## src/rtl/ssca_pkg.sv

```systemverilog
// ----------------------------------------------------------------------------
// ssca_pkg
// Shared types and constants of the segregated size-class allocator.
// ----------------------------------------------------------------------------
package ssca_pkg;

   localparam int DEF_REGION_PAGES = 16;
   localparam int DEF_CLASS_COUNT  = 8;
   localparam int PAGE_BYTES       = 4096;
   localparam int LINK_BYTES       = 8;

   typedef enum logic [1:0] {
      CMD_ALLOC  = 2'd0,
      CMD_FREE   = 2'd1,
      CMD_RESIZE = 2'd2,
      CMD_NONE   = 2'd3
   } cmd_type;

   typedef enum logic [2:0] {
      RS_OK      = 3'd0,
      RS_ZERO    = 3'd1,
      RS_LARGE   = 3'd2,
      RS_NOPAGE  = 3'd3,
      RS_BADFREE = 3'd4
   } status_type;

   typedef enum logic [2:0] {
      OP_NONE,
      OP_CARVE_START,
      OP_CARVE_STEP,
      OP_POP_DONE,
      OP_PUSH
   } op_type;

   typedef enum logic [2:0] {
      ST_IDLE,
      ST_DECIDE,
      ST_CARVE,
      ST_POP_RD,
      ST_POP_DONE,
      ST_PUSH,
      ST_FINISH
   } state_type;

   // Controller to datapath.
   typedef struct packed {
      logic       load_req;
      op_type     op;
      logic       use_old;
      logic       res_status_we;
      status_type res_status;
      logic       res_keep;
      logic       res_copy;
      logic       publish;
   } dp_cmd_type;

   // Datapath to controller.
   typedef struct packed {
      cmd_type command;
      logic    size_zero;
      logic    size_large;
      logic    addr_zero;
      logic    head_empty;
      logic    no_page;
      logic    bad_block;
      logic    grow;
      logic    carve_more;
   } dp_status_type;

endpackage

```

## src/rtl/ssca_ctrl.sv

```systemverilog
// ----------------------------------------------------------------------------
// ssca_ctrl
// Sequencer that steps the datapath through allocate, carve, pop and push.
// ----------------------------------------------------------------------------
module ssca_ctrl (
   input  logic                    clock,
   input  logic                    reset,
   input  logic                    req_valid,
   output logic                    req_ready,
   output logic                    rsp_valid,
   input  logic                    rsp_ready,
   input  ssca_pkg::dp_status_type stat,
   output ssca_pkg::dp_cmd_type    cmd
);
   import ssca_pkg::*;

   state_type state_ff, state_in;
   logic      grow_ff, grow_in;
   logic      rsp_valid_ff;

   always_ff @(posedge clock) begin
      if (reset) begin
         state_ff     <= ST_IDLE;
         grow_ff      <= 1'b0;
         rsp_valid_ff <= 1'b0;
      end else begin
         state_ff <= state_in;
         grow_ff  <= grow_in;
         if (cmd.publish) begin
            rsp_valid_ff <= 1'b1;
         end else if (rsp_ready) begin
            rsp_valid_ff <= 1'b0;
         end
      end
   end

   always_comb begin
      logic do_alloc;
      logic do_free;
      state_in = state_ff;
      grow_in  = grow_ff;
      cmd      = '0;
      cmd.op   = OP_NONE;
      cmd.res_status = RS_OK;
      do_alloc = 1'b0;
      do_free  = 1'b0;
      unique case (state_ff)
         ST_IDLE: begin
            cmd.load_req = req_valid;
            grow_in      = 1'b0;
            if (req_valid) begin
               state_in = ST_DECIDE;
            end
         end
         ST_DECIDE: begin
            unique case (stat.command)
               CMD_ALLOC: do_alloc = 1'b1;
               CMD_FREE:  do_free  = 1'b1;
               CMD_RESIZE: begin
                  priority if (stat.addr_zero) begin
                     do_alloc = 1'b1;
                  end else if (stat.size_zero) begin
                     do_free = 1'b1;
                  end else if (stat.bad_block) begin
                     cmd.res_status_we = 1'b1;
                     cmd.res_status    = RS_BADFREE;
                     state_in          = ST_FINISH;
                  end else if (stat.grow) begin
                     grow_in  = 1'b1;
                     do_alloc = 1'b1;
                  end else begin
                     cmd.res_keep = 1'b1;
                     state_in     = ST_FINISH;
                  end
               end
               default: state_in = ST_FINISH;
            endcase
            if (do_alloc) begin
               priority if (stat.size_zero) begin
                  cmd.res_status_we = 1'b1;
                  cmd.res_status    = RS_ZERO;
                  state_in          = ST_FINISH;
               end else if (stat.size_large) begin
                  cmd.res_status_we = 1'b1;
                  cmd.res_status    = RS_LARGE;
                  state_in          = ST_FINISH;
               end else if (stat.head_empty && stat.no_page) begin
                  cmd.res_status_we = 1'b1;
                  cmd.res_status    = RS_NOPAGE;
                  state_in          = ST_FINISH;
               end else if (stat.head_empty) begin
                  cmd.op   = OP_CARVE_START;
                  state_in = ST_CARVE;
               end else begin
                  state_in = ST_POP_RD;
               end
            end
            if (do_free) begin
               priority if (stat.addr_zero) begin
                  state_in = ST_FINISH;
               end else if (stat.bad_block) begin
                  cmd.res_status_we = 1'b1;
                  cmd.res_status    = RS_BADFREE;
                  state_in          = ST_FINISH;
               end else begin
                  state_in = ST_PUSH;
               end
            end
         end
         ST_CARVE: begin
            if (stat.carve_more) begin
               cmd.op = OP_CARVE_STEP;
            end else begin
               state_in = ST_POP_RD;
            end
         end
         ST_POP_RD: begin
            state_in = ST_POP_DONE;
         end
         ST_POP_DONE: begin
            cmd.op   = OP_POP_DONE;
            state_in = grow_ff ? ST_PUSH : ST_FINISH;
         end
         ST_PUSH: begin
            cmd.op       = OP_PUSH;
            cmd.use_old  = 1'b1;
            cmd.res_copy = grow_ff;
            state_in     = ST_FINISH;
         end
         ST_FINISH: begin
            if (!rsp_valid_ff || rsp_ready) begin
               cmd.publish = 1'b1;
               state_in    = ST_IDLE;
            end
         end
         default: state_in = ST_IDLE;
      endcase
   end

   assign req_ready = (state_ff == ST_IDLE);
   assign rsp_valid = rsp_valid_ff;
endmodule
```

## config.mk

```make
export PLATFORM = sky130hd
export DESIGN_NAME = ssca_ctrl
export DESIGN_NICKNAME = d
export VERILOG_FILES = /design/src/rtl/ssca_pkg.sv /design/src/rtl/ssca_ctrl.sv
export SDC_FILE = /design/constraint.sdc
export NUM_CORES = 1
export LEC_CHECK = 0
export BUFFER_PORTS_ARGS = -buffer_cell sky130_fd_sc_hd__buf_2
export CAP_MARGIN = 20
export CELL_PAD_IN_SITES_DETAIL_PLACEMENT = 1
export CELL_PAD_IN_SITES_GLOBAL_PLACEMENT = 1
export CORE_MARGIN = 1.5
export CORE_UTILIZATION = 33
export CTS_CLUSTER_SIZE = 24
export DETAILED_ROUTE_END_ITERATION = 16
export PLACE_DENSITY = 0.89
export RECOVER_POWER = 25
export SYNTH_ARGS = -nofsm -noshare
export SYNTH_HDL_FRONTEND = slang
export SYNTH_SLANG_ARGS = --single-unit
```

## constraint.sdc

```tcl
create_clock -name clock -period 1.88 [get_ports clock]
set_input_delay 0.282 -clock clock [delete_from_list [all_inputs] [get_ports clock]]
set_output_delay 0.282 -clock clock [all_outputs]
set_load 0.01 [all_outputs]
```

# Word-level counts from Yosys, hierarchy flattened
# Cells that the tools add are included.
# totals
ff_bits	5
in_bits	14
# classes
n_eq_ne	20
muxes	62
reduce_logical	10
# ops
op	count
two-way mux 3 bit	13
two-way mux 4 bit	8
two-way mux 1 bit	28
case mux 3 bit (7 select lines)	1
two-way mux 5 bit	4
!= test 2 bit, second input constant	7
case mux 3 bit (4 select lines)	1
!= test 5 bit, second input constant	2
equality test 3 bit, second input constant	3
AND reduction 7 bit	1
equality test 3 x 2 -> 1 bit, second input constant	2
two-way mux 2 bit	3
!= test 6 bit, second input constant	1
case mux 1 bit (2 select lines)	3
case mux 3 bit (2 select lines)	1
AND reduction 6 bit	1
!= test 4 bit, second input constant	1
nonzero test 2 bit	2
equality test 3 x 1 -> 1 bit, second input constant	1
zero test 3 bit	1
equality test 2 x 1 -> 1 bit, second input constant	1
equality test 2 bit, second input constant	1
zero test 2 bit	1
!= test 2 x 1 -> 1 bit, second input constant	1
4 further kinds	4

# Longest topological paths before layout
# depth
ltp_word	13
depth_mapped	6

# Worst setup path before layout
# OpenSTA, ideal clock, no wires.
# synth_path
kind	input port to output port
from	in stat[8] (netlist bit)
to	out cmd[8] (netlist bit)
arrival_ps	1630
t_required_ps	1598
setup_slack_ps	-32
stages	6
path_buffers	0
path_cell_list	inv_1 -> ha_1 -> nor2_1 -> a211o_1 -> or4_1 -> a21oi_1
# synth_rtl
item	line_no	source
from (decl)	ssca_ctrl.sv:12	input ssca_pkg::dp_status_type stat,
to (decl)	ssca_ctrl.sv:13	output ssca_pkg::dp_cmd_type cmd

==> metrics.md <==
| Metric | Value |
|---|---|
| Result of the run | complete, but fails checks |
| Failing checks | setup timing |
| Endpoints failing hold | 0 |
| Starting DRT DRC Count | 16 |
| Synth async-reset ratio | 0% |
| Top_reg_cell synth | dfxtp_1 |
| Die Ht | 49.5 um |
| Avg Cell Area, Syn | roughly 7 sq um |
| CTS Root Cell | clkbuf_4 |
| TritonCTS clock tree | built |
| Post-synth top cells | nor2_1 (9), a21oi_1 (8), nand2_1 (7), nand2b_1 (7), inv_1 (6) |
| Max-cap violations | 0 |
| Die W | slightly below 50 um |
| Final slew viol count | 0 |
| GP Congestion | between 0.8 and 0.9 |
| Area share of the largest cell type after synthesis | between 10% and 20% |
| Std cell rows | 16 |
| Fmax | between 0.5 and 0.6 GHz |
| Setup Viol. Count Final | 1 |
| Worst setup path startpoint | stat[9] |
| Clock buffer depth | 2 |
| Detailed Route WL | roughly 3100 um |
| Clock slew at reported path FFs | 0.05 ns |
| Multi-input gate area | roughly 640 sq um |
| Mapped Cells | a little under 100 |
| Area leader, netlist | dfxtp_1 |
| Die area | around 2400 sq um |
| Antenna diodes | 0 |
| Synthesized area | between 700 and 800 sq um |
| Gr usage total | between 20% and 30% |
| Shortest period the worst path allows | approximately 1.9 ns |
| Cell count after placement | 169 |
| Met1 GRT Util | between 30% and 40% |
| Post-synthesis cell type count | 39 |
| Hold buffers post-CTS | 0 |
| Met3 usage | under 10% |
| Total number of vias | about 1000 |
| Buffers on Ports | 27 |
| PD cells | 861 nW/um^2 |
| Grt ovf | 0 |
| Final non-filler cell total | about 180 |
| Critical path's largest stage delay | 0.43 ns |
| Total CTS buffers | 3 |
| Worst Min Path Start | reset |
| Rel. slew slack | between 60% and 70% |
| Maximum vdd drop | between 0.0005 and 0.0006 V |
| CP max-delay cell | or4_4 |
| Vias in the first global route | 1002 |
| Worst-margin pin slew | between 0.5 and 0.6 ns |
| Final WS setup | -0.0125 ns |
| I/O Pins | 28 |
| Via density per instance | 5.68 |
| Cell Chain, Critical Path | buf_8 -> inv_4 -> ha_4 -> nor2_2 -> a211o_1 -> or4_4 -> a21oi_2 -> buf_2 |
| Worst Skew | between 0.006 and 0.007 ns |
| Core area | about 2000 sq um |
| GR Util met2 | between 40% and 50% |
| Critical Path RT | between 1.5 and 2 ns |
| Most common cell in the netlist | nor2_1 |
| Initial Utilization | between 30% and 40% |
| Final HPWL from detailed placement | between 2000 and 2500 um |
| Syn nets | roughly 120 |
| Post-route DRC | 0 |
| Crit path max fanout | 3 |
| Clk Latency, worst-skew pair | 0.25 ns |
| Antenna-violating nets left | 0 |
| Register Area | roughly 100 sq um |
| Reg2Reg Setup Slack | 0.12 ns |
| CTS sink cnt | 5 |
| First-pass GRT wire length | 4750 um |
| Layout cells sized above 1 | a little under half |
| Fin nets | between 150 and 200 |
| Leak Pwr | roughly 0.55 nW |
| Synth-to-layout area growth | 66.1% |
| Min-Delay Path Class | input pin to register |
| Register bit total from synthesis | 5 |
| RSZ-0062 raised after global routing | true |
| Pwr Total | between 1 and 1.5 mW |
| Period Utilization, post-route | 101% |
| Initial antenna violation count | 0 |
| H-tree depth | 1 |
| GRT busiest layer | met2 |
| Synth top area cells | dfxtp_1 (14%), ha_1 (7.0%), nand2b_1 (6.1%), a21oi_1 (5.6%), nor2_1 (4.7%) |
| TritonRoute pass-1 iters | 4 |
| Sequential share of the synthesized area | 14.0% |
| Setup crit end kind | output pin |
| Post-synth EDFFs | 0 |
| Avg WL per Cell | 17.5 um |
| WP data arrival | 1.61 ns |
| Ys Warns | 0 |
| R2r startpoint | state_ff[2] |
| Largest net degree at the start of global routing | 11 |
| Layout filler cell count | roughly 270 |
| Setup CP Type | input pin to output pin |
| Startpoint class of the critical path | input pin |
worst paths after layout:
kind / end / cells after the start
worst max-delay path: cmd[8] / 8
worst min-delay path: rsp_valid / 2
worst max register to register: state_ff[0] / 4
worst min register to register: rsp_valid / 2
where the power goes:
group	leakage, nW	internal [mW]	switching, mW
clock	0.0150	0.0808	0.0536
sequential	0.0415	0.143	0.0552
combinational	0.497	0.308	0.380
total	0.553	0.531	0.489
cell type report:
type	count	area share [%]
multi-input cells	83	53.6
well taps	27	2.85
inverters	6	2.53
repair buffers	52	30.0
clock buffers	4	2.22
flip-flops and latches	5	8.76
placed cells by master, fill, tap and decap left out, drive strengths merged, types with 3 or more instances in the layout:
cell and n:
a211o 3, a211oi 4, a21oi 8, and2 3, buf 50, clkbuf 6, dfxtp 5, ha 4
inv 6, nand2 7, nand2b 7, nor2 9, nor3 4, o21ai 4
timing repair:
| item | CTS | global route |
|---|---|---|
| setup endpoints to repair | 6 | 6 |
| resized for setup | 22 | 9 |
| pin swaps | 9 | 6 |
| buffers inserted | 3 | 1 |
metrics by stage:
step	hold slack, ns	setup slack, ns	utilization [%]	setup TNS (ns)	area (sq um)
floorplan	0.351	0.0231	-	0	722
global placement	0.482	-0.138	51.1	-0.187	1020
detailed placement	0.505	-0.231	51.1	-0.389	1020
CTS	0.285	-0.0280	57.4	-0.0485	1150
global route	0.293	-0.0841	59.2	-0.164	1180
finish	0.298	-0.0125	59.2	-0.0125	1180
layer usage:
| layer | share of wire (%) | vias to the layer above |
|---|---|---|
| met2 | 51 | 43 |
| met1 | 44 | 490 |
| met4 | 0.64 | 0 |
| met5 | 0 | - |
| li1 | - | 468 |
| met3 | 5.0 | 4 |
worst max-delay path: cells and delay by family:
family                   cells  cell delay (ns)
adder cells (fa/ha/maj)      1             0.16
AO/OA/AOI/OAI                2             0.41
AND/OR/NAND/NOR              2             0.48
buffers and inverters        3             0.28
sequential cells by signal (all words and copies together) (netlist names):
signal and count:
rsp_valid 1, grow_ff 1, state_ff 3
kinds of logic after synthesis:
logic type / synth area share (%)
AND/OR/NAND/NOR: 37.2
AO/OA/AOI/OAI: 34.9
buffers and inverters: 6.84
flip-flops: 14.0
adder cells (fa/ha/maj): 7.02
Power figures use the tool's default switching activity.
